==> config.mk <==
export PLATFORM = sky130hd
export DESIGN_NAME = tone_highlight_shadow_tint_top_flat
export DESIGN_NICKNAME = d
export VERILOG_FILES = /design/src/rtl/thst_pkg.sv /design/src/rtl/thst_pix_if.sv /design/src/rtl/thst_tone.sv /design/src/rtl/thst_tint.sv /design/src/rtl/tone_highlight_shadow_tint_top.sv /design/src/flat_wrapper.sv
export SDC_FILE = /design/constraint.sdc
export NUM_CORES = 2
export LEC_CHECK = 0
export BUFFER_PORTS_ARGS = -buffer_cell sky130_fd_sc_hd__buf_2
export CELL_PAD_IN_SITES_DETAIL_PLACEMENT = 0
export CELL_PAD_IN_SITES_GLOBAL_PLACEMENT = 1
export CORE_MARGIN = 5
export CORE_UTILIZATION = 25
export DETAILED_ROUTE_END_ITERATION = 7
export PLACE_DENSITY_LB_ADDON = 0.08
export SYNTH_ARGS = -nofsm -noshare
export SYNTH_HDL_FRONTEND = slang
export SYNTH_HIERARCHICAL = 1
export SYNTH_SLANG_ARGS = --single-unit
==> constraint.sdc <==
create_clock -name clk_i -period 13.3 [get_ports clk_i]
set_input_delay 0.665 -clock clk_i [delete_from_list [all_inputs] [get_ports clk_i]]
set_output_delay 0.665 -clock clk_i [all_outputs]
set_load 0.005 [all_outputs]
==> src/rtl/thst_pkg.sv <==
package thst_pkg;

  localparam int unsigned GainW  = 11;
  localparam int unsigned TintW  = 9;
  localparam int unsigned CfgW   = 11;
  localparam int unsigned CfgIdxW = 2;

  // gain * weight product and scale factor, both signed
  localparam int unsigned GkW  = 20;
  // (p - 128) * scale + bias
  localparam int unsigned NumW = 29;
  // quotient multiply width
  localparam int unsigned QuoW = 29;

  localparam logic [8:0]             TonePivot = 9'd204;
  // 256 * 204
  localparam logic signed [GkW-1:0]  ScaleOne  = 20'sd52224;
  // 128 * 256 * 204
  localparam logic signed [NumW-1:0] NumBias   = 29'sd6684672;
  // quotient of 256 or more
  localparam logic signed [NumW-1:0] NumHi     = 29'sd13369344;
  // quotient of -1 or less
  localparam logic signed [NumW-1:0] NumLo     = -29'sd52224;
  // ceil(2^20 / 51), exact for dividends below 2^14
  localparam logic [14:0]            Recip51   = 15'd20561;

  // register stages from input request to output register
  localparam int unsigned PipeDepth = 9;

  typedef enum logic [CfgIdxW-1:0] {
    REG_HIGHLIGHT = 2'd0,
    REG_SHADOW    = 2'd1,
    REG_TINT      = 2'd2
  } cfg_reg_e;

  typedef enum logic {
    MODE_HIGHLIGHT = 1'b0,
    MODE_SHADOW    = 1'b1
  } tone_mode_e;

  // rgb[0] red, rgb[1] green, rgb[2] blue
  typedef logic [2:0][7:0] rgb_t;

  typedef struct packed {
    rgb_t       rgb;
    logic [7:0] alpha;
    logic       frame_end;
  } pix_t;

endpackage

==> src/rtl/thst_pix_if.sv <==
interface thst_pix_if;
  logic       valid;
  logic       ready;
  logic [7:0] red;
  logic [7:0] green;
  logic [7:0] blue;
  logic [7:0] alpha;
  logic       frame_end;

  modport source (output valid, output red, output green, output blue, output alpha,
                  output frame_end, input ready);
  modport sink (input valid, input red, input green, input blue, input alpha,
                input frame_end, output ready);
endinterface

==> src/rtl/thst_tone.sv <==
module thst_tone import thst_pkg::*; (
  input  logic                    clk_i,
  input  logic                    rst_ni,
  input  tone_mode_e              mode_i,
  input  logic signed [GainW-1:0] gain_i,
  input  logic                    valid_i,
  output logic                    ready_o,
  input  pix_t                    pix_i,
  output logic                    valid_o,
  input  logic                    ready_i,
  output pix_t                    pix_o
);

  // stage valids and advance enables
  logic a_v_q, b_v_q, c_v_q, d_v_q;
  logic a_en, b_en, c_en, d_en;

  assign d_en    = !d_v_q || ready_i;
  assign c_en    = !c_v_q || d_en;
  assign b_en    = !b_v_q || c_en;
  assign a_en    = !a_v_q || b_en;
  assign ready_o = a_en;

  // stage A: max + min, weight, gain * weight
  logic [7:0]             mx, mn;
  logic [8:0]             s, k;
  logic signed [11:0]     g;
  logic signed [21:0]     gk_full;
  logic signed [GkW-1:0]  a_gk_d, a_gk_q;
  pix_t                   a_pix_q;

  always_comb begin
    mx = pix_i.rgb[0];
    mn = pix_i.rgb[0];
    for (int j = 1; j < 3; j++) begin
      if (pix_i.rgb[j] > mx) mx = pix_i.rgb[j];
      if (pix_i.rgb[j] < mn) mn = pix_i.rgb[j];
    end
    s = {1'b0, mx} + {1'b0, mn};
    if (mode_i == MODE_SHADOW) begin
      k = (s < TonePivot) ? TonePivot - s : 9'd0;
      g = -{gain_i[GainW-1], gain_i};
    end else begin
      k = (s > TonePivot) ? s - TonePivot : 9'd0;
      g = {gain_i[GainW-1], gain_i};
    end
    gk_full = 22'(g) * 22'($signed({1'b0, k}));
    a_gk_d  = gk_full[GkW-1:0];
  end

  // stage B: numerators per channel
  logic signed [GkW-1:0]      scale;
  logic signed [2:0][NumW-1:0] b_num_d, b_num_q;
  logic signed [8:0]          dlt;
  pix_t                       b_pix_q;

  always_comb begin
    scale = a_gk_q + ScaleOne;
    for (int j = 0; j < 3; j++) begin
      dlt        = $signed({1'b0, a_pix_q.rgb[j]}) - 9'sd128;
      b_num_d[j] = NumW'(dlt) * NumW'(scale) + NumBias;
    end
  end

  // stage C: saturation flags, quotient by 256 * 204 as shift plus reciprocal
  logic [2:0]               c_hi_d, c_hi_q, c_lo_d, c_lo_q;
  logic [2:0][QuoW-1:0]     c_quo_d, c_quo_q;
  logic [13:0]              x;
  pix_t                     c_pix_q;

  always_comb begin
    for (int j = 0; j < 3; j++) begin
      // elements of a packed array select as unsigned
      c_hi_d[j]  = $signed(b_num_q[j]) >= NumHi;
      c_lo_d[j]  = $signed(b_num_q[j]) <= NumLo;
      x          = b_num_q[j][NumW-1] ? 14'd0 : b_num_q[j][23:10];
      c_quo_d[j] = QuoW'(x) * QuoW'(Recip51);
    end
  end

  // stage D: first saturating channel in R, G, B order wins
  rgb_t d_rgb;
  logic stop;
  pix_t d_pix_q;

  always_comb begin
    stop = 1'b0;
    for (int j = 0; j < 3; j++) d_rgb[j] = c_quo_q[j][27:20];
    for (int j = 0; j < 3; j++) begin
      if (!stop) begin
        if (c_hi_q[j]) begin
          d_rgb = '1;
          stop  = 1'b1;
        end else if (c_lo_q[j]) begin
          d_rgb = '0;
          stop  = 1'b1;
        end
      end
    end
  end

  always_ff @(posedge clk_i or negedge rst_ni) begin
    if (!rst_ni) begin
      a_v_q <= 1'b0;
      b_v_q <= 1'b0;
      c_v_q <= 1'b0;
      d_v_q <= 1'b0;
    end else begin
      if (a_en) a_v_q <= valid_i;
      if (b_en) b_v_q <= a_v_q;
      if (c_en) c_v_q <= b_v_q;
      if (d_en) d_v_q <= c_v_q;
    end
  end

  always_ff @(posedge clk_i) begin
    if (a_en) begin
      a_gk_q  <= a_gk_d;
      a_pix_q <= pix_i;
    end
    if (b_en) begin
      b_num_q <= b_num_d;
      b_pix_q <= a_pix_q;
    end
    if (c_en) begin
      c_hi_q  <= c_hi_d;
      c_lo_q  <= c_lo_d;
      c_quo_q <= c_quo_d;
      c_pix_q <= b_pix_q;
    end
    if (d_en) begin
      d_pix_q <= '{rgb: d_rgb, alpha: c_pix_q.alpha, frame_end: c_pix_q.frame_end};
    end
  end

  assign valid_o = d_v_q;
  assign pix_o   = d_pix_q;

endmodule

==> src/rtl/thst_tint.sv <==
module thst_tint import thst_pkg::*; (
  input  logic                    clk_i,
  input  logic                    rst_ni,
  input  logic signed [TintW-1:0] tint_i,
  input  logic                    valid_i,
  output logic                    ready_o,
  input  pix_t                    pix_i,
  output logic                    valid_o,
  input  logic                    ready_i,
  output pix_t                    pix_o
);

  logic        v_q, en;
  pix_t        pix_d, pix_q;
  logic signed [9:0] sum;

  assign en      = !v_q || ready_i;
  assign ready_o = en;

  always_comb begin
    pix_d = pix_i;
    for (int j = 0; j < 3; j++) begin
      // green moves the other way
      if (j == 1) sum = $signed({2'b00, pix_i.rgb[j]}) - 10'(tint_i);
      else        sum = $signed({2'b00, pix_i.rgb[j]}) + 10'(tint_i);
      if (sum < 0)             pix_d.rgb[j] = 8'd0;
      else if (sum > 10'sd255) pix_d.rgb[j] = 8'd255;
      else                     pix_d.rgb[j] = sum[7:0];
    end
  end

  always_ff @(posedge clk_i or negedge rst_ni) begin
    if (!rst_ni) begin
      v_q <= 1'b0;
    end else if (en) begin
      v_q <= valid_i;
    end
  end

  always_ff @(posedge clk_i) begin
    if (en) pix_q <= pix_d;
  end

  assign valid_o = v_q;
  assign pix_o   = pix_q;

endmodule

==> src/rtl/tone_highlight_shadow_tint_top.sv <==
// Highlight / shadow / tint pixel adjuster.
// Pixels arrive on pix_i and leave on pix_o, valid/ready channels; a request
// moves at a clock edge with valid and ready both high. Alpha and frame_end
// ride along untouched.
// Configuration: cfg_we_i writes cfg_wdata_i into register cfg_idx_i
// (0 highlight gain, 1 shadow gain, 2 tint); other indexes are dropped.
// Write only while no pixel is in flight.
// Pipeline: 9 register stages (4 per tone unit, 1 for tint): stages A to D of the
// highlight unit, then A to D of the shadow unit, then the tint output register.
// Throughput: one pixel per clock unless pix_o stalls, set by the stage chain;
// the multipliers in each tone unit are each fully pipelined.
// Stall: each stage advances when it is empty or the next one advances, so a
// held-off receiver freezes the output register and bubbles still close up;
// pix_i.ready drops only once every stage holds a pixel.
// Reset (rst_ni low, async): all stage valids clear, all gains and tint go to 0
// (identity). Pixel data registers are not reset.
module tone_highlight_shadow_tint_top import thst_pkg::*; (
  input  logic               clk_i,
  input  logic               rst_ni,
  input  logic               cfg_we_i,
  input  logic [CfgIdxW-1:0] cfg_idx_i,
  input  logic [CfgW-1:0]    cfg_wdata_i,
  thst_pix_if.sink           pix_i,
  thst_pix_if.source         pix_o
);

  // configuration registers
  logic signed [GainW-1:0] hgain_d, hgain_q, sgain_d, sgain_q;
  logic signed [TintW-1:0] tint_d, tint_q;

  always_comb begin
    hgain_d = hgain_q;
    sgain_d = sgain_q;
    tint_d  = tint_q;
    if (cfg_we_i) begin
      case (cfg_reg_e'(cfg_idx_i))
        REG_HIGHLIGHT: hgain_d = cfg_wdata_i;
        REG_SHADOW:    sgain_d = cfg_wdata_i;
        REG_TINT:      tint_d  = cfg_wdata_i[TintW-1:0];
        default:       ;
      endcase
    end
  end

  always_ff @(posedge clk_i or negedge rst_ni) begin
    if (!rst_ni) begin
      hgain_q <= '0;
      sgain_q <= '0;
      tint_q  <= '0;
    end else begin
      hgain_q <= hgain_d;
      sgain_q <= sgain_d;
      tint_q  <= tint_d;
    end
  end

  // input payload into the internal bundle
  pix_t in_pix;
  always_comb begin
    in_pix.rgb[0]    = pix_i.red;
    in_pix.rgb[1]    = pix_i.green;
    in_pix.rgb[2]    = pix_i.blue;
    in_pix.alpha     = pix_i.alpha;
    in_pix.frame_end = pix_i.frame_end;
  end

  logic hl_valid, hl_ready, sh_valid, sh_ready;
  pix_t hl_pix, sh_pix, out_pix;

  // highlights first
  thst_tone u_highlight (
    .clk_i   (clk_i),
    .rst_ni  (rst_ni),
    .mode_i  (MODE_HIGHLIGHT),
    .gain_i  (hgain_q),
    .valid_i (pix_i.valid),
    .ready_o (pix_i.ready),
    .pix_i   (in_pix),
    .valid_o (hl_valid),
    .ready_i (hl_ready),
    .pix_o   (hl_pix)
  );

  // shadows see the highlight result, gain negated inside
  thst_tone u_shadow (
    .clk_i   (clk_i),
    .rst_ni  (rst_ni),
    .mode_i  (MODE_SHADOW),
    .gain_i  (sgain_q),
    .valid_i (hl_valid),
    .ready_o (hl_ready),
    .pix_i   (hl_pix),
    .valid_o (sh_valid),
    .ready_i (sh_ready),
    .pix_o   (sh_pix)
  );

  // tint stage doubles as the output register
  thst_tint u_tint (
    .clk_i   (clk_i),
    .rst_ni  (rst_ni),
    .tint_i  (tint_q),
    .valid_i (sh_valid),
    .ready_o (sh_ready),
    .pix_i   (sh_pix),
    .valid_o (pix_o.valid),
    .ready_i (pix_o.ready),
    .pix_o   (out_pix)
  );

  assign pix_o.red       = out_pix.rgb[0];
  assign pix_o.green     = out_pix.rgb[1];
  assign pix_o.blue      = out_pix.rgb[2];
  assign pix_o.alpha     = out_pix.alpha;
  assign pix_o.frame_end = out_pix.frame_end;

endmodule

==> src/flat_wrapper.sv <==
// flat-port wrapper written by rule: the top's interface ports become plain ports
module tone_highlight_shadow_tint_top_flat import thst_pkg::*;
  (clk_i, rst_ni, cfg_we_i, cfg_idx_i, cfg_wdata_i, pix_i_valid, pix_i_red, pix_i_green, pix_i_blue, pix_i_alpha, pix_i_frame_end, pix_i_ready, pix_o_valid, pix_o_red, pix_o_green, pix_o_blue, pix_o_alpha, pix_o_frame_end, pix_o_ready);
  thst_pix_if pix_i_i ();
  thst_pix_if pix_o_i ();
  input  logic clk_i;
  input  logic rst_ni;
  input  logic cfg_we_i;
  input  logic [CfgIdxW-1:0] cfg_idx_i;
  input  logic [CfgW-1:0] cfg_wdata_i;
  input wire logic [$bits(pix_i_i.valid)-1:0] pix_i_valid;
  input wire logic [$bits(pix_i_i.red)-1:0] pix_i_red;
  input wire logic [$bits(pix_i_i.green)-1:0] pix_i_green;
  input wire logic [$bits(pix_i_i.blue)-1:0] pix_i_blue;
  input wire logic [$bits(pix_i_i.alpha)-1:0] pix_i_alpha;
  input wire logic [$bits(pix_i_i.frame_end)-1:0] pix_i_frame_end;
  output wire logic [$bits(pix_i_i.ready)-1:0] pix_i_ready;
  output wire logic [$bits(pix_o_i.valid)-1:0] pix_o_valid;
  output wire logic [$bits(pix_o_i.red)-1:0] pix_o_red;
  output wire logic [$bits(pix_o_i.green)-1:0] pix_o_green;
  output wire logic [$bits(pix_o_i.blue)-1:0] pix_o_blue;
  output wire logic [$bits(pix_o_i.alpha)-1:0] pix_o_alpha;
  output wire logic [$bits(pix_o_i.frame_end)-1:0] pix_o_frame_end;
  input wire logic [$bits(pix_o_i.ready)-1:0] pix_o_ready;
  assign pix_i_i.valid = pix_i_valid;
  assign pix_i_i.red = pix_i_red;
  assign pix_i_i.green = pix_i_green;
  assign pix_i_i.blue = pix_i_blue;
  assign pix_i_i.alpha = pix_i_alpha;
  assign pix_i_i.frame_end = pix_i_frame_end;
  assign pix_i_ready = pix_i_i.ready;
  assign pix_o_valid = pix_o_i.valid;
  assign pix_o_red = pix_o_i.red;
  assign pix_o_green = pix_o_i.green;
  assign pix_o_blue = pix_o_i.blue;
  assign pix_o_alpha = pix_o_i.alpha;
  assign pix_o_frame_end = pix_o_i.frame_end;
  assign pix_o_i.ready = pix_o_ready;
  tone_highlight_shadow_tint_top u_core (.clk_i(clk_i), .rst_ni(rst_ni), .cfg_we_i(cfg_we_i), .cfg_idx_i(cfg_idx_i), .cfg_wdata_i(cfg_wdata_i), .pix_i(pix_i_i), .pix_o(pix_o_i));
endmodule
# ---- Word level (Yosys, flattened, before mapping)
# Cells that the tools add are included.
dict set report classes {
  add_sub_neg 22
  n_mul 14
  div_mod_pow 0
  n_lt_le_gt_ge 28
  eq_ne 2
  shift 0
  muxes 45
  bitwise 0
  reduce_logical 22
}
# cell n
set op_table {}
lappend op_table {{two-way mux 24 bit} 16}
lappend op_table {{adder 29 x 24 -> 29 bit (second input constant)} 6}
lappend op_table {{>= comparator 29 x 25 -> 1 bit (second input constant)} 6}
lappend op_table {{<= comparator 29 x 17 -> 1 bit (second input constant)} 6}
lappend op_table {{multiplier 9 x 20 -> 29 bit} 6}
lappend op_table {{multiplier 14 x 15 -> 28 bit (second input constant)} 6}
lappend op_table {{two-way mux 8 bit} 11}
lappend op_table {{two-way mux 14 bit} 6}
lappend op_table {{subtractor 8 x 8 -> 9 bit (second input constant)} 6}
lappend op_table {{adder 20 x 17 -> 20 bit (second input constant)} 2}
lappend op_table {{> comparator 8 bit} 4}
lappend op_table {{less-than comparator 8 bit} 4}
lappend op_table {{> comparator 10 x 9 -> 1 bit (second input constant)} 3}
lappend op_table {{less-than comparator 10 x 1 -> 1 bit (second input constant)} 3}
lappend op_table {{adder 9 x 9 -> 10 bit} 2}
lappend op_table {{multiplier 11 x 10 -> 20 bit} 1}
lappend op_table {{multiplier 12 x 10 -> 20 bit} 1}
lappend op_table {{adder 8 x 8 -> 9 bit} 2}
lappend op_table {{two-way mux 9 bit} 2}
lappend op_table {{negation 12 bit} 1}
lappend op_table {{two-way mux 1 bit} 10}
lappend op_table {{subtractor 9 x 9 -> 10 bit} 1}
lappend op_table {{> comparator 9 x 8 -> 1 bit (second input constant)} 1}
lappend op_table {{zero test 1 bit} 9}
lappend op_table {{other kinds (8)} 18}
dict set report totals {
  ff_bits 635
  latchBits 0
  ram_bits 0
  mem_bits_ro 0
  input_bits 51
  output_inout_bits 35
  elab_cells 196
  mem_count 0
}

# ---- Depth between registers and ports, before layout
dict set report depth {
  depth_word 10
  depth_mapped 53
}

# ---- By module
# Netlist, hierarchy kept.
# module instances cells_per_inst area_each_um2
set by_module_without_submodules {}
lappend by_module_without_submodules {{thst_tone (u_core.u_highlight)} 1 3779 37776.2}
lappend by_module_without_submodules {{thst_tone (u_core.u_shadow)} 1 3693 37526.0}
lappend by_module_without_submodules {thst_tint 1 238 2501.1}
lappend by_module_without_submodules {tone_highlight_shadow_tint_top 1 69 1178.6}

# ---- Worst setup path before layout
# OpenSTA, ideal clock, no wires.
dict set report synth_path {
  path_kind {input to register}
  startpoint {in pix_i_red[1]}
  endpoint {reg u_core.u_highlight.a_gk_q[19], data pin}
  t_arrival_ns 10.743
  required_time_ns 13.032
  path_slack_ns 2.289
  cell_stages 47
  path_buffers 4
  cell_sequence {inv_1 ha_1 nor2b_1 o21a_1 o21a_1 o21bai_1 nand2_1 o21a_1 buf_2 mux2i_1 ha_1 nor2b_1 o21a_1 o21ai_0 nand2b_1 a21oi_1 o21ai_0 o21ai_1 (+11 left out) a21o_1 buf_2 buf_2 nor3_1 fa_1 inv_1 fa_1 inv_1 fa_1 fa_1 inv_1 fa_1 inv_1 ha_1 or4_1 o41ai_1 o21ai_0 xnor3_1}
}
dict set report synth_between {
  elab_chain_cells 8
  word_cells_on_any_way 13
  classes_between {2 x add/sub; 1 x mul; 5 x order compare; 5 x mux}
}
# item line_no
set synth_rtl {}
lappend synth_rtl {{start: declaration} flat_wrapper.sv:12} ;# input wire logic [$bits(pix_i_i.red)-1:0] pix_i_red;
lappend synth_rtl {{> comparator 8 bit or less-than comparator 8 bit (tied branches)} {thst_tone.sv:36, thst_tone.sv:37}}
lappend synth_rtl {{two-way mux 8 bit, on equally long branches} {thst_tone.sv:36, thst_tone.sv:37}}
lappend synth_rtl {{> comparator 8 bit or less-than comparator 8 bit (tied branches)} {thst_tone.sv:36, thst_tone.sv:37}}
lappend synth_rtl {{two-way mux 8 bit, on equally long branches} {thst_tone.sv:36, thst_tone.sv:37}}
lappend synth_rtl {{adder 8 x 8 -> 9 bit *} thst_tone.sv:39} ;# s = {1'b0, mx} + {1'b0, mn};
lappend synth_rtl {{subtractor 9 x 8 -> 9 bit or > comparator 9 x 8 -> 1 bit (tied branches)} thst_tone.sv:44} ;# k = (s > TonePivot) ? s - TonePivot : 9'd0;
lappend synth_rtl {{two-way mux 9 bit *} thst_tone.sv:44}
lappend synth_rtl {{multiplier 11 x 10 -> 20 bit *} thst_tone.sv:47} ;# gk_full = 22'(g) * 22'($signed({1'b0, k}));
lappend synth_rtl {{named net u_core.u_highlight.gk_full[19]} thst_tone.sv:28} ;# logic signed [21:0] gk_full;
lappend synth_rtl {{end signal: assignment} thst_tone.sv:118} ;# a_gk_q <= a_gk_d;
lappend synth_rtl {{end: declaration} thst_tone.sv:29} ;# logic signed [GkW-1:0] a_gk_d, a_gk_q;
# The timed path passes the listed nets; every way through them passes the cells marked *.
# A chain may end at the register's enable or synchronous reset.

# ---- Worst setup path in the final report
dict set report layout_path {
  startpoint {reg u_core.u_highlight.d_pix_q (netlist bit u_core/u_highlight/pix_o[18])}
  endpoint {reg u_core.u_shadow.a_gk_q[19], data pin}
}
dict set report layout_between {
  elab_chain_cells 8
  word_cells_on_any_way 13
  classes_between {2 x add/sub; 1 x mul; 5 x order compare; 5 x mux}
}
# item line_no
set layout_rtl {}
lappend layout_rtl {{start: declaration} thst_tone.sv:84} ;# pix_t d_pix_q;
lappend layout_rtl {{start signal: assignment} thst_tone.sv:132} ;# d_pix_q <= '{rgb: d_rgb, alpha: c_pix_q.alpha, frame_end: c_pix_q.frame_end};
lappend layout_rtl {{> comparator 8 bit or less-than comparator 8 bit (tied branches)} {thst_tone.sv:36, thst_tone.sv:37}}
lappend layout_rtl {{two-way mux 8 bit, on equally long branches} {thst_tone.sv:36, thst_tone.sv:37}}
lappend layout_rtl {{> comparator 8 bit or less-than comparator 8 bit (tied branches)} {thst_tone.sv:36, thst_tone.sv:37}}
lappend layout_rtl {{two-way mux 8 bit, on equally long branches} {thst_tone.sv:36, thst_tone.sv:37}}
lappend layout_rtl {{adder 8 x 8 -> 9 bit *} thst_tone.sv:39}
lappend layout_rtl {{subtractor 8 x 9 -> 9 bit or less-than comparator 9 x 8 -> 1 bit (tied branches)} thst_tone.sv:41} ;# k = (s < TonePivot) ? TonePivot - s : 9'd0;
lappend layout_rtl {{two-way mux 9 bit *} thst_tone.sv:41}
lappend layout_rtl {{multiplier 12 x 10 -> 20 bit *} thst_tone.sv:47}
lappend layout_rtl {{named net u_core.u_shadow.gk_full[19]} thst_tone.sv:28}
lappend layout_rtl {{end signal: assignment} thst_tone.sv:118}
lappend layout_rtl {{end: declaration} thst_tone.sv:29}
# Marked as above.

==> metrics.md <==
| Metric | Value |
|---|---|
| Peak Freq | `83.7 MHz` |
| Rows | `206` |
| Simple-Gate Fraction of Synth Area | `13.6%` |
| Die Y-Extent | `572 µm` |
| Pre-antenna DRT Iters | `5` |
| Post-Synth XOR/XNOR Area | `4.05%` |
| Post-synthesis mux area share | `1.21%` |
| Core footprint | `0.315 mm²` |
| Top_reg_cell synth | `edfxtp_1` |
| Crit path top cell by count | `a21oi_1` |
| Nets | `10137` |
| Post-synthesis cell type count | `101` |
| Grt ovf | `0` |
| TritonCTS Buffers | `75` |
| Mapped Cells | `7779` |
| Vias in the first global route | `59748` |
| Rel. slew slack | `18.7%` |
| WL final | `227000 µm` |
| First-pass GRT wire length | `360000 µm` |
| Synth top area cells | `fa_1, edfxtp_1, ha_1` |
| EDFF count, synth | `475` |
| DRC errors left | `0` |
| Part of the Yosys area used for sequential elements | `19.3%` |
| Final period utilization | `89.9%` |
| Global-route usage over all layers | `14.2%` |
| Adder-Cell Fraction of Synth Area | `47.4%` |
| Buffers on Ports | `85` |
| Max Slew Vio Count | `0` |
| Compound-Gate Fraction of Synth Area | `6.72%` |
| Max clock buf depth | `3` |
| Initial antenna violation count | `14` |
| Via/cell ratio | `4.37` |
| GRT busiest layer | `met2` |
| Critical Path Start Type | `flop` |
| Top fanout value on the critical path | `12` |
| Reg2reg setup slack | `1.35 ns` |
| Fillers | `33395` |
| Slowest-stage cell, CP | `nor2b_1` |
| Crit path kind | `flop to flop` |
| Layout area overhead | `10.6%` |
| Area of the multi-input gates | `0.0578 mm²` |
| Wirelength per Cell | `18.9 µm` |
| Non-Filler Instances | `12035` |
| Tmin final | `11.95 ns` |
| Area of the mapped netlist | `0.0790 mm²` |
| Flops & latches, synth | `515` |
| GPL Wtd Cong | `0.774` |
| Antenna Nets Post-Route | `0` |
| Worst-Margin Slew | `1.22 ns` |
| Commonest non-fill, non-tap cell in the layout | `inv_1` |
| Via count | `52553` |
| Status | `complete, no violations` |
| Initial Util | `25.1%` |
| Largest net degree at the start of global routing | `68` |
| Syn avg cell area | `10.2 µm²` |
| Clock Latency Late Sink | `0.72 ns` |
| 1st-iter DRT viols | `1932` |
| Setup TNS | `0 ns` |
| Root buf cell | `clkbuf_16` |
| Die span in x | `572 µm` |
| Ports | `86` |
| Worst Setup End Kind | `flop` |
| Met2 usage | `25.9%` |
| Top cell type's share of synthesized area | `30.1%` |
| Worst Path Arrival | `12.39 ns` |
| M1 GR Usage | `18.5%` |
| Yosys top cell by area | `fa_1` |
| Hold Crit Class | `input port to flop` |
| Largest family of logic cells by synthesized area | `adder cells` |
| CTS tree | `built` |
| Crit path largest cell delay | `0.89 ns` |
| RSZ-0062 raised after global routing | `false` |
| Commonest cells after routing, fill and taps aside | `inv_1, fa_1, ha_1, nand2_1, edfxtp_1` |
| Hold Vio Cnt, Final | `0` |
| Placed Instances | `11891` |
| Clock-pin transition on the worst setup and hold timing paths | `0.06 ns` |
| Register Area | `0.0153 mm²` |
| GR met3 Demand/Resource | `1.26%` |
| Final setup fails | `0` |
| Max cap viols | `0` |
| HPWL after DPL | `183000 µm` |
| Layout cells sized above 1 | `6.54%` |
| Die area | `0.327 mm²` |
| Synth Warn # | `6` |
| Layout Skew | `0.0571 ns` |
| H-tree depth | `3` |
| Post-CTS sizing | `0` |
| Post-synth ARST share | `7.77%` |
| CP required | `13.74 ns` |
| Clk sinks | `515` |
[Yosys cell counts (all sizes together), types with 172 or more instances]
| library cell | number |
|---|---|
| a21oi | 250 |
| and2 | 439 |
| clkbuf | 221 |
| edfxtp | 475 |
| fa | 1187 |
| ha | 1090 |
| inv | 1368 |
| nand2 | 617 |
| nor2 | 318 |
| nor2b | 172 |
| o21ai | 185 |
| xnor2 | 259 |
[kinds of logic (layout without fill, tap and decap cells)]
| logic type | count (synthesis) | count (layout) |
|---|---|---|
| simple gates | 2101 | 2101 |
| flops | 515 | 515 |
| mux | 91 | 91 |
| compound gates | 818 | 818 |
| buf+inv | 1616 | 1705 |
| other cells | 2 | 9 |
| fa+ha+maj | 2277 | 2277 |
| xor+xnor | 359 | 359 |
[critical path: cells and delay by family (launching register included)]
family | cells | cell delay (ns)
xor+xnor | 1 | 0.09
compound gates | 21 | 3.72
flops | 1 | 0.45
mux | 1 | 0.36
fa+ha+maj | 10 | 4.20
simple gates | 9 | 2.40
buf+inv | 6 | 0.47
[what timing repair did]
action / 4_1_cts / 5_1_grt
endpoints found under the hold margin: 29 / 0
setup buffers: 0 / 0
hold buffers: 1 / 0
[state kept, by name (all words and copies together), names as in the netlist, 11 cells and up]
signal                      flops
u_core/u_highlight/b_num_q     87
u_core/u_shadow/b_num_q        87
u_core/u_highlight/a_pix_q     33
u_core/u_highlight/pix_o       33
u_core/u_shadow/a_pix_q        33
u_core/u_shadow/pix_o          33
u_core/u_tint/pix_o            33
u_core/u_highlight/c_quo_q     24
u_core/u_shadow/c_quo_q        24
u_core/u_highlight/a_gk_q      20
u_core/u_shadow/a_gk_q         20
u_core/hgain_q                 11
u_core/sgain_q                 11
[final timing paths]
path	from	end	cells after the start
setup / recovery	u_core/u_highlight/pix_o[18]$_DFFE_PP_	u_core/u_shadow/a_gk_q[19]$_DFFE_PP_	48
hold / removal	pix_i_alpha[2]	u_core/u_highlight/a_pix_q[3]$_DFFE_PP_	1
setup reg to reg	u_core/u_highlight/pix_o[18]$_DFFE_PP_	u_core/u_shadow/a_gk_q[19]$_DFFE_PP_	48
hold reg to reg	u_core/u_highlight/b_pix_q[8]$_DFFE_PP_	u_core/u_highlight/c_pix_q[8]$_DFFE_PP_	0
max in group asynchronous	rst_ni	u_core/hgain_q[8]$_DFFE_PN0P_	3
min in group asynchronous	rst_ni	u_core/tint_q[0]$_DFFE_PN0P_	3
[stage by stage]
stage | setup WS (ns) | util [%] | hold WS [ns] | area, µm²
after global routing | 0.334 | 27.8 | 0.0525 | 87400
after detailed placement | 0.974 | 26.9 | 0.405 | 84600
after floorplan | 2.29 | - | 0.369 | 79000
final | 1.35 | 27.8 | 0.118 | 87400
after global placement | 0.953 | 26.9 | 0.402 | 84600
after CTS | 1.25 | 27.8 | 0.0256 | 87400
[cell type report]
cell class	count	area share, %
multi-input combinational	5650	66.1
timing repair buffer	198	1.46
antenna	5	0.0143
clock buffer	79	2.18
sequential	515	17.5
clock inverter	59	0.926
inverter	1369	5.88
tap	4160	5.96
[layer usage]
metal,wire length [µm],vias to the layer above,share of wire (%)
li1,-,25129,-
met1,102000,26807,45
met2,116000,462,51
met3,4960,155,2.2
met4,4120,0,1.8
met5,0,-,0
Power is left out: the tool's default activity adds up to more than one toggle a clock period on the data nets, which glitch-free logic cannot reach.
